--- config.mk ---
export PLATFORM = sky130hd
export DESIGN_NAME = dteq_cell
export DESIGN_NICKNAME = d
export VERILOG_FILES = /design/src/rtl/core/dteq_pkg.sv /design/src/rtl/core/dteq_cell.sv
export SDC_FILE = /design/constraint.sdc
export NUM_CORES = 1
export LEC_CHECK = 0
export ABC_AREA = 1
export BUFFER_PORTS_ARGS = -buffer_cell sky130_fd_sc_hd__buf_2
export CAP_MARGIN = 10
export CORE_MARGIN = 10
export CORE_UTILIZATION = 40
export CTS_CLUSTER_SIZE = 8
export DETAILED_ROUTE_END_ITERATION = 8
export PLACE_DENSITY = 0.7
export SLEW_MARGIN = 0
export SYNTH_ARGS = -nofsm -noshare
export SYNTH_HDL_FRONTEND = slang
export SYNTH_SLANG_ARGS = --single-unit
--- constraint.sdc ---
create_clock -name clk_i -period 9.1 [get_ports clk_i]
set_clock_uncertainty 0.15 [all_clocks]
set_input_delay 0.91 -clock clk_i [delete_from_list [all_inputs] [get_ports clk_i]]
set_output_delay 0.91 -clock clk_i [all_outputs]
set_load 0.1 [all_outputs]
--- src/rtl/core/dteq_pkg.sv ---
// Shared types and constants for the delta-time event queue.
package dteq_pkg;

  localparam int unsigned DeltaW = 31;
  localparam int unsigned TypeW  = 16;
  localparam logic [30:0] DefaultFrame = 31'd16666;
  localparam logic [30:0] DeltaMax     = 31'h7FFF_FFFF;

  typedef enum logic [2:0] {
    CMD_POST     = 3'd0,
    CMD_NEXT     = 3'd1,
    CMD_NEXT_HB  = 3'd2,
    CMD_FLUSH    = 3'd3,
    CMD_FLUSH_TY = 3'd4
  } cmd_e;

  typedef enum logic [1:0] {
    ST_OK      = 2'd0,
    ST_EMPTY   = 2'd1,
    ST_DROPPED = 2'd2,
    ST_HBEAT   = 2'd3
  } status_e;

  typedef enum logic [1:0] {
    REG_CAPACITY = 2'd0,
    REG_HB_TYPE  = 2'd1,
    REG_FRAME    = 2'd2
  } reg_e;

  typedef struct packed {
    logic [2:0]  command;
    logic signed [15:0] event_type;
    logic [31:0] event_payload;
    logic [30:0] delay;
    logic        at_end;
  } in_beat_t;

  typedef struct packed {
    logic signed [15:0] out_type;
    logic [31:0] out_payload;
    logic [30:0] out_delta;
    logic [1:0]  status;
    logic [4:0]  occupancy;
    logic [4:0]  peak_fill;
    logic [31:0] drop_count;
    logic [31:0] empty_count;
    logic [31:0] hb_count;
  } out_beat_t;

  // Operation broadcast to every cell.
  typedef enum logic [2:0] {
    OP_HOLD,
    OP_INSERT,
    OP_POP,
    OP_FLUSH
  } cell_op_e;

  typedef struct packed {
    cell_op_e op;
    logic signed [15:0] ins_type;
    logic [31:0] ins_payload;
  } cell_ctl_t;

endpackage

--- src/rtl/core/dteq_cell.sv ---
// One queue slot: holds an entry and shifts toward neighbors on insert, pop or compaction.
module dteq_cell #(
  parameter int unsigned PayloadW = 32
) (
  input  logic                  clk_i,
  input  dteq_pkg::cell_ctl_t   ctl_i,
  input  logic                  ins_here_i,   // new entry lands in this slot
  input  logic                  shift_up_i,   // take entry from previous slot
  input  logic                  fix_delta_i,  // subtract remaining from own delta
  input  logic                  flush_take_i, // flush step: take from next slot
  input  logic [30:0]           ins_delta_i,
  input  logic signed [15:0]    prev_type_i,
  input  logic [PayloadW-1:0]   prev_payload_i,
  input  logic [30:0]           prev_delta_i,
  input  logic signed [15:0]    next_type_i,
  input  logic [PayloadW-1:0]   next_payload_i,
  input  logic [30:0]           next_delta_i,
  input  logic [30:0]           flush_delta_i,
  output logic signed [15:0]    type_o,
  output logic [PayloadW-1:0]   payload_o,
  output logic [30:0]           delta_o
);
  import dteq_pkg::*;

  logic signed [15:0]  type_q, type_d;
  logic [PayloadW-1:0] payload_q, payload_d;
  logic [30:0]         delta_q, delta_d;

  always_comb begin
    type_d    = type_q;
    payload_d = payload_q;
    delta_d   = delta_q;
    unique case (ctl_i.op)
      OP_INSERT: begin
        if (ins_here_i) begin
          type_d    = ctl_i.ins_type;
          payload_d = PayloadW'(ctl_i.ins_payload);
          delta_d   = ins_delta_i;
        end else if (shift_up_i) begin
          type_d    = prev_type_i;
          payload_d = prev_payload_i;
          delta_d   = fix_delta_i ? prev_delta_i - ins_delta_i : prev_delta_i;
        end
      end
      OP_POP: begin
        type_d    = next_type_i;
        payload_d = next_payload_i;
        delta_d   = next_delta_i;
      end
      OP_FLUSH: begin
        if (flush_take_i) begin
          type_d    = next_type_i;
          payload_d = next_payload_i;
          delta_d   = flush_delta_i;
        end
      end
      default: ;
    endcase
  end

  always_ff @(posedge clk_i) begin
    type_q    <= type_d;
    payload_q <= payload_d;
    delta_q   <= delta_d;
  end

  assign type_o    = type_q;
  assign payload_o = payload_q;
  assign delta_o   = delta_q;

endmodule

# == Word level (Yosys, flattened, before mapping) ==
# Cells that the tools add are included.
# op_classes
addsub,1
n_eq_ne,5
muxes,13
n_reduce_logical,2
# ops
operator,count
31-bit 2-to-1 mux,4
32-bit 2-to-1 mux,3
32-bit case mux with 3 select lines,1
31-bit case mux with 3 select lines,1
16-bit 2-to-1 mux,3
16-bit case mux with 3 select lines,1
31-bit subtractor,1
"3-bit by 2-bit == test with 1-bit output, second input constant",2
"3-bit by 1-bit == test with 1-bit output, second input constant",1
"3-bit != test, second input constant",1
3-bit AND reduction,1
3-bit nonzero test,1
"2-bit != test, second input constant",1
# word_totals
reg_bits,79
elab_cells,24

# == Longest topological paths before layout ==
# Gate-level depths: netlist of run 1.
# logic_depth
depth_word,5
depth_mapped,15

# == Worst setup path after synthesis of run 1 ==
# No wires, ideal clock.
# synth_timing
kind,input-to-reg
startpoint,input ins_here_i
endpoint,register delta_q[0] (netlist: delta_o[0]) (enable)
arrival_ps,5285
required_ps,8407
setup_slack_ps,3122
stages,4
n_path_buf,2
cell_sequence,buf_2 buf_1 nor2_1 a21oi_1
# synth_between
elab_chain_cells,2
# synth_rtl
item,line,rtl
from (decl),dteq_cell.sv:7,"input logic ins_here_i,"
3-bit != test (no line),--,
3-bit AND reduction (no line),--,
to (signal assigned),dteq_cell.sv:64,delta_q <= delta_d;
to (decl),dteq_cell.sv:27,"logic [30:0] delta_q, delta_d;"
# Every way passes these cells.
# A chain may end at the register's enable or synchronous reset.

# == Final worst setup path of run 1 ==
# layout_timing
startpoint,input ctl_i[49] in the netlist's numbering
endpoint,register delta_q[21] (netlist: delta_o[21]) (enable)
# layout_between
elab_chain_cells,3
elab_cells_between_ends,7
cone_classes,5 x eq/ne; 2 x reduce/logical
# layout_rtl
item,line,rtl
from (decl),dteq_cell.sv:6,"input dteq_pkg::cell_ctl_t ctl_i,"
3-bit by 1-bit == test with 1-bit output or 3-bit by 2-bit == test with 1-bit output (tied branches),dteq_cell.sv:33,unique case (ctl_i.op)
"3-bit != test (no line), or another cell as far along",--,
3-bit AND reduction (no line) *,--,
# Mark *: on every way between the ends. The rest lies on a longest branch, timed or not.

==> flow_summary.ini, run 1 <==
[route]
wl_per_cell_microns = 18.48
drt-total-wl_microns = 29530
vias = 8042
firstDrtPassIters = 6
postRouteAntennaNets = 0
drc = 0
drt_iter0_drc = 575
vias_per_cell = 5.033

[logic_synthesis]
synth-xor-area-share = 0.01146
yosysWarnings = 0
syn_area_sq_mm = 0.006877
synth_compound_area_frac = 0.1818
synth_top_family_by_area = simple AND/OR/NAND/NOR gates
synth_mux_area_frac = 0
yosysSeqAreaShare = 0.3450
yosys.area_share.adder = 0.05750
synth_fp_nets = 1345
synthSimpleGateAreaFrac = 0.2878
synth.distinct_cells = 33
yosysTopAreaCellShare = 0.3450
synth.area.top_cells = edfxtp_1 34%, nand2_1 18%, a21oi_1 11%
avgSynthCellArea_sq_um = 6.625
synth_cells = 1038
yosys.area.top_type = edfxtp_1
ys_ff_latch = 79

[pwr]
static-leakage-power_uw = 0.004922
vdd_drop_max_mv = 0.09211
sw_frac_of_total = 0.4494
power.density_mw_per_mm2 = 169.8
power_switching_uw = 695.3
pwr-share-seq = 0.302
clkPwrFrac = 0.252
comb_power_share = 0.446
p_int_uw = 851.9

[layout]
finalCoreUtilization = 0.5457
drive_above_1_share = 0.2853
synthToLayoutAreaGrowth_pct = 32.53
layout.cells.most_common_list = 354 x buf_2, 331 x nand2_1, 152 x inv_1
fillers = 1673
nNetsFinal = 1676
final_common_cell = buf_2

[global_routing]
met3_usage = 0.08144
met1_usage = 0.2965
grt_max_degree = 86
grt_use_met2 = 0.3885
gr-total-overflow = 0
track_usage = 0.2405
grt_pass1_wl_microns = 42630
grt_pass1_vias = 7584
grt_antenna_before_repair = 3
grt-busiest-layer = met2

[sta]
period_needed_ps = 3554
slew_viol_final = 0
tns_ps = 0
hold_viol_final = 0
period_share = 0.3906
maxSlewHeadroom = 0.3770
setup_viol_count_final = 0
tightest_slew_ps = 934.4
rsz0062_at_grt = false
fmax_mhz = 281.3
hold_ws_ps = 699.9

[worst_setup_path]
start_kind = primary input
slowest_stage = buf_4
worstPathRequired_ps = 8930
path_cells = buf_2 > inv_1 > nor2_4 > buf_4 > inv_2 > nor2_2 > inv_1 > o22ai_1 > a21oi_4 > buf_4
critPathKind = primary input to flop
crit_arrival_ps = 3380
cp_max_fo = 59
critPathBufInv = 6
crit_family = buffers and inverters
slowest_delay_ps = 720
end_kind = flop

[floorplan]
dieArea_sq_mm = 0.02284
core_area_sq_mm = 0.01670
die_y_microns = 151.1
die_w_microns = 151.1
std_cell_rows = 47
start_util = 0.4117
num_io_pins = 355

[placement]
gp_congestion = 0.9817
dp_hpwl_microns = 24450
io_buffers = 354

[min_path]
hold_path_class = primary input to flop

[clock_tree]
cts_buffer_depth = 2
clkTransAtPathRegs_ps = 60
ctsHoldBuffers = 0
cts_buffers = 9
root_buffer = clkbuf_16
cts-resized-gates = 0
htree_levels = 3
cts_sinks = 79
cts_setup_buffers = 0
cts_tree = yes

[job]
cap_viol_max_count = 0

[status]
status = finished clean
-- synth_stat cells --
cell type,instances
o21bai_1,5
ha_1,30
nand3_2,2
xnor2_1,6
edfxtp_1,79
o21ai_0,32
a21oi_1,149
a21o_1,1
o21ai_1,1
nand3b_1,4
nor3_1,3
o211ai_1,5
clkbuf_1,22
fa_1,1
nand3_1,48
inv_2,1
buf_4,1
nand2_2,5
nor2_1,95
nand2_1,331
buf_1,4
o22ai_1,1
o221ai_1,2
clkbuf_8,4
nand4_1,4
a22oi_1,29
inv_1,153
dlygate4sd1_1,1
a211oi_1,2
buf_2,10
xor2_1,3
nor2_2,3
clkinv_1,1
-- logic make-up after synthesis --
kind of cell,after synthesis
and+or+nand+nor,495
AOI/OAI and AO/OA,227
buffers and inverters,197
DFF,79
adders and majority gates,31
xor gates and xnor gates,9
-- metrics by stage --
| stage | setup slack [ps] | cells | area, sq um | total power, uW |
|---|---|---|---|---|
| after floorplan | 3122 | 1038 | 6877 | 988.3 |
| after global placement | 5229 | 1578 | 8783 | 1157 |
| after detailed placement | 5212 | 1578 | 8783 | 1162 |
| after CTS | 5592 | 1594 | 9104 | 1556 |
| after global routing | 5387 | 1596 | 9109 | 1620 |
| final | 5546 | 1598 | 9114 | 1547 |
-- routing by layer --
| metal | vias up | share of wire |
|---|---|---|
| met5 | - | 0 |
| met4 | 0 | 0.024 |
| met3 | 38 | 0.11 |
| met2 | 377 | 0.46 |
| met1 | 3576 | 0.40 |
| li1 | 4051 | - |
-- power by group through the flow --
| stage | Combinational [uW] | Clock (uW) | Sequential, uW |
|---|---|---|---|
| after floorplan | 204 | 0 | 784 |
| after global placement | 684 | 0 | 473 |
| after detailed placement | 688 | 0 | 474 |
| after CTS | 689 | 400 | 467 |
| after global routing | 737 | 413 | 470 |
| final | 690 | 390 | 467 |
-- sequential cells by signal, indices dropped and copies added (netlist names) --
register   flops
delta_o       31
payload_o     32
type_o        16
-- final cells by class --
| class | count | area, sq um | share of cell area |
|---|---|---|---|
| inverters | 155 | 581.8 | 0.06384 |
| repair buffers | 362 | 1832 | 0.2010 |
| clock inverters | 7 | 95.09 | 0.01043 |
| multi-input cells | 762 | 3722 | 0.4084 |
| well taps | 220 | 275.3 | 0.03020 |
| flip-flops and latches | 79 | 2372 | 0.2603 |
| clock buffers | 9 | 225.2 | 0.02471 |
| diodes | 4 | 10.01 | 0.001098 |
-- path summary, 6_finish.rpt --
kind  cells after the start                     to              from  slack (ps)
max                      10  delta_o[21]$_DFFE_PP_         ctl_i[49]        5550
min                       3  delta_o[23]$_DFFE_PP_  next_delta_i[23]         700
Note: power is estimated with default switching activity, not from simulation.
==> inputs of run 2 (changes only) <==
ABC_AREA = 0   (was 1)
PLACE_DENSITY = 0.71   (was 0.7)
clock period = 3.5 ns   (was 9.1 ns; I/O delays follow)
==> flow_summary.ini, run 2 <==
[logic_synthesis]
ys_ff_latch = 79
synth.distinct_cells = 70
synth_top_flop_cell = edfxtp_1
yosys.area.top_type = edfxtp_1
synth-async-reset-ratio = 0
synth-edff-count = 79
yosysSeqAreaShare = 0.3663
yosysTopAreaCellShare = 0.3663
syn_area_sq_mm = 0.006476
synth.area.top_cells = edfxtp_1 37%, mux2i_1 12%, o21ai_0 6.3%
yosysMostFrequentCell = o21ai_0
synth_cells = 695
avgSynthCellArea_sq_um = 9.318
yosysWarnings = 0
synth_common_cells = 81 x o21ai_0, 79 x edfxtp_1, 77 x mux2i_1, 71 x nand2_1, 39 x inv_1
synth_fp_nets = 1002

[layout]
layout.cells.most_common_list = 353 x buf_2, 81 x o21ai_0, 79 x edfxtp_1
synthToLayoutAreaGrowth_pct = 34.89
largest_register_ffs = 32
fin_area_sq_mm = 0.008736
fillers = 1507
nNetsFinal = 1333
drive_above_1_share = 0.3883
final_common_cell = buf_2
register_area_sq_mm = 0.002372
multi_input_area_sq_mm = 0.003712

[pwr]
vdd_drop_max_mv = 0.2483
power.total_uw = 3856
power_switching_uw = 1569
power.density_mw_per_mm2 = 441.4
p_int_uw = 2287
pwr-share-seq = 0.308
clkPwrFrac = 0.283
static-leakage-power_uw = 0.004101
sw_frac_of_total = 0.4069
comb_power_share = 0.409

[worst_setup_path]
slowest_delay_ps = 400
start_kind = primary input
slowest_stage = a211oi_2
cp_max_fo = 4
path_cells = buf_2 > ha_1 > fa_1 > and2b_2 > o211ai_1 > a211oi_2 > nor2_2 > o311ai_2 > a221oi_1 > xor2_1 > o22ai_1
worstPathRequired_ps = 3440
end_kind = flop
critPathKind = primary input to flop
crit_arrival_ps = 2740

[floorplan]
core_area_sq_mm = 0.01589
std_cell_rows = 46
die_y_microns = 147.2
dieArea_sq_mm = 0.02168
num_io_pins = 355
die_w_microns = 147.2
start_util = 0.4077

[global_routing]
grt_pass1_wl_microns = 38730
gr-total-overflow = 0
grt_antenna_before_repair = 9
grt_max_degree = 95
track_usage = 0.2255
grt_pass1_vias = 6722

[min_path]
hp-start = next_payload_i[19]
hold_end = payload_o[19]$_DFFE_PP_
min_path_cells = 3
hold_path_class = primary input to flop

[route]
vias_per_cell = 5.430
drt-total-wl_microns = 26080
drc = 0
vias = 6788
postRouteAntennaNets = 0
firstDrtPassIters = 6
drt_iter0_drc = 433
wl_per_cell_microns = 20.86

[clock_tree]
cts_tree = yes
htree_levels = 3
cts_buffer_depth = 2
cts_buffers = 9
ctsHoldBuffers = 0
cts_setup_buffers = 0
cts-resized-gates = 0
clkTransAtPathRegs_ps = 60
cts_sinks = 79
root_buffer = clkbuf_16

[sta]
fmax_mhz = 356.1
rsz0062_at_grt = false
tns_ps = 0
slew_viol_final = 0
maxSlewHeadroom = 0.5920
setup_viol_count_final = 0
tightest_slew_ps = 609.7
period_needed_ps = 2808
period_share = 0.8023
hold_viol_final = 0

[job]
cap_viol_max_count = 0

[placement]
io_buffers = 354
dp_hpwl_microns = 21260
placed_area_sq_mm = 0.008391
gp_congestion = 0.9356

[status]
status = finished clean
==> run 2: changes by cell type after synthesis, moves of 38 or more <==
cell,before,now
nand3_1,48,10
inv_1,153,39
nand2_1,331,71
a21oi_1,149,36
nor2_1,95,24
o21ai_0,32,81
mux2i_1,0,77
==> run 2: worst max path at each step <==
stage	from	to	cells past startpoint
after detailed placement	ins_delta_i[0]	delta_o[28]$_DFFE_PP_	11
after CTS	ins_delta_i[0]	delta_o[30]$_DFFE_PP_	11
after global routing	prev_delta_i[0]	delta_o[14]$_DFFE_PP_	12
final	ins_delta_i[0]	delta_o[28]$_DFFE_PP_	11
after floorplan	ctl_i[48]	delta_o[0]$_DFFE_PP_	7
after global placement	ins_delta_i[0]	delta_o[30]$_DFFE_PP_	11
==> run 2: kinds of logic after synthesis <==
kind of cell | count (synthesis) | share of synthesized area
buffers and inverters | 85 | 0.06279
AO/OA/AOI/OAI | 235 | 0.2363
multiplexers | 78 | 0.1207
adder cells (fa/ha/maj) | 31 | 0.06105
flip-flops | 79 | 0.3663
AND/OR/NAND/NOR | 169 | 0.1285
XOR/XNOR | 18 | 0.02434
==> run 2: metrics by stage <==
step	utilization	setup slack [ps]	hold slack, ps	instances
finish	0.5499	692.1	130.3	1250
global route	0.5499	554.4	138.8	1250
CTS	0.5493	717.6	119.3	1246
detailed placement	0.5282	378.6	478.0	1231
global placement	0.5282	406.3	469.6	1231
floorplan	-	468.9	387.1	695
==> run 2: cell type report <==
type / instances / area share
repair buffers: 366 / 0.2163
well taps: 216 / 0.03094
diodes: 4 / 0.001146
flip-flops and latches: 79 / 0.2716
clock buffers: 10 / 0.02621
inverters: 39 / 0.01676
multi-input cells: 531 / 0.4249
clock inverters: 5 / 0.01217
==> run 2: power by group through the flow <==
stage	logic, uW	registers, uW	clock network (uW)
2_1_floorplan	514	1870	0
3_3_place_gp	1560	1200	0
3_5_place_dp	1570	1210	0
4_1_cts	1580	1190	1110
5_1_grt	1670	1190	1140
6_report	1580	1190	1090
==> run 2: routing by layer <==
metal	up-vias	wire, microns	part of all wire	global-route usage
met2	283	13380	0.51	0.4051
met4	10	577	0.022	0.07136
met5	-	69	0.0026	0
li1	3302	-	-	-
met1	3149	9791	0.38	0.2448
met3	44	2254	0.086	0.07371
==> run 2: worst max-delay path, delay by kind of cell <==
| family | cells | cell delay (ps) |
|---|---|---|
| buffers and inverters | 1 | 110 |
| adders and majority gates | 2 | 600 |
| AOI/OAI and AO/OA | 5 | 1140 |
| xor gates and xnor gates | 1 | 170 |
| and+or+nand+nor | 2 | 380 |
==> inputs of run 3 (changes only) <==
clock period = 2.8 ns   (was 3.5 ns; I/O delays follow)
==> flow_summary.ini, run 3 (synthesis results as in run 2) <==
[layout]
fin_area_sq_mm = 0.008945
largest_register_ffs = 32
nNetsFinal = 1359
fillers = 1530
layout.cells.most_common_list = 353 x buf_2, 81 x o21ai_0, 79 x edfxtp_1
finalCoreUtilization = 0.5631
final_common_cell = buf_2
drive_above_1_share = 0.4044
register_area_sq_mm = 0.002372
synthToLayoutAreaGrowth_pct = 38.12
multi_input_area_sq_mm = 0.003719

[worst_setup_path]
crit_arrival_ps = 2590
endpoint = delta_o[28]$_DFFE_PP_
start_kind = primary input
end_kind = flop
critPathKind = primary input to flop
cp_max_fo = 4
critPathLaunch = ins_delta_i[0]
worstPathRequired_ps = 2740

[clock_tree]
ctsHoldBuffers = 0
clkTransAtPathRegs_ps = 60
cts_buffer_depth = 2
cts_sinks = 79
root_buffer = clkbuf_16
htree_levels = 3
cts_tree = yes
cts_buffers = 9

[pwr]
clkPwrFrac = 0.279
power.density_mw_per_mm2 = 542.6
pwr-share-seq = 0.305
p_int_uw = 2892
sw_frac_of_total = 0.4042
vdd_drop_max_mv = 0.3083
power_switching_uw = 1961
comb_power_share = 0.416
static-leakage-power_uw = 0.004228
power.total_uw = 4853

[route]
drc = 0
wl_per_cell_microns = 20.62
postRouteAntennaNets = 0
firstDrtPassIters = 5
drt-total-wl_microns = 26370
vias_per_cell = 5.382
vias = 6883
drt_iter0_drc = 581

[min_path]
hold_path_class = primary input to flop
min_path_cells = 3

[job]
cap_viol_max_count = 0

[global_routing]
gr-total-overflow = 0
grt_pass1_wl_microns = 39340
grt_antenna_before_repair = 8
grt_max_degree = 75
grt_pass1_vias = 6881
track_usage = 0.2303

[floorplan]
die_w_microns = 147.2
core_area_sq_mm = 0.01589
die_y_microns = 147.2
std_cell_rows = 46
dieArea_sq_mm = 0.02168
start_util = 0.4077
num_io_pins = 355

[status]
status = finished clean

[sta]
maxSlewHeadroom = 0.5745
period_share = 0.9465
rsz0062_at_grt = false
slew_viol_final = 0
hold_viol_final = 0
period_needed_ps = 2650
setup_viol_count_final = 0
fmax_mhz = 377.3
tightest_slew_ps = 638.2

[placement]
placed_area_sq_mm = 0.008586
gp_congestion = 0.9348
dp_hpwl_microns = 21680
io_buffers = 354
[run 3: cell types whose count changed in the layout (fill, tap and decap cells not counted)]
cell,previous run,this run
clkbuf_1,1,0
buf_4,11,37
clkinv_1,0,1
diode_2,4,7
clkinv_4,0,1
a221oi_1,18,17
a221oi_2,0,1
inv_6,1,0
[run 3: layer usage]
metal  up-vias  part of all wire  global-route usage
met3        50             0.075             0.05313
met5         -           0.00049                   0
li1       3357                 -                   -
met1      3180              0.39              0.2647
met2       294              0.50              0.3952
met4         2             0.033              0.1100
[run 3: worst max-delay path, cell delays in order]
cell	delay, ps
buf_2	110
ha_1	220
fa_1	380
and2b_2	230
o211ai_1	130
a211oi_2	200
buf_4	160
nor2_2	60
o311ai_2	430
a221oi_2	130
xor2_1	170
o22ai_1	80
[run 3: cell type report]
type,count,area share
Tap cell,216,0.03021
Timing Repair Buffer,392,0.2330
Multi-Input combinational cell,531,0.4157
Clock buffer,9,0.02518
Inverter,39,0.01637
Antenna cell,7,0.001958
Sequential cell,79,0.2652
Clock inverter,6,0.01231
[run 3: power by group through the flow]
stage / sequential (uW) / clock (uW) / combinational (uW)
4_1_cts: 1480 / 1380 / 2020
2_1_floorplan: 2330 / 0 / 643
3_3_place_gp: 1500 / 0 / 2000
3_5_place_dp: 1500 / 0 / 2010
5_1_grt: 1490 / 1440 / 2150
6_report: 1480 / 1350 / 2020
[run 3: how the worst min path moves through the flow]
stage / startpoint / endpoint / slack, ps
3_5_place_dp: next_type_i[13] / type_o[13]$_DFFE_PP_ / 410
4_1_cts: next_type_i[13] / type_o[13]$_DFFE_PP_ / 50
3_3_place_gp: next_type_i[11] / type_o[11]$_DFFE_PP_ / 400
6_report: next_payload_i[18] / payload_o[18]$_DFFE_PP_ / 60
5_1_grt: next_payload_i[22] / payload_o[22]$_DFFE_PP_ / 70
2_1_floorplan: next_payload_i[0] / payload_o[0]$_DFFE_PP_ / 320
[run 3: timing repair]
item                       CTS  global route
setup endpoints to repair    0             1
buffers inserted             0             0
gates resized for setup      0             1
[run 3: metrics by stage]
step           TNS [ps]  worst slack, ps  hold WS (ps)  instances
2_1_floorplan         0            35.54         317.1        695
3_3_place_gp     -502.8           -132.2         402.4       1257
3_5_place_dp     -585.5           -155.6         406.9       1257
4_1_cts               0            197.6         49.04       1272
5_1_grt               0            7.513         67.37       1279
6_report              0            149.9         62.16       1279
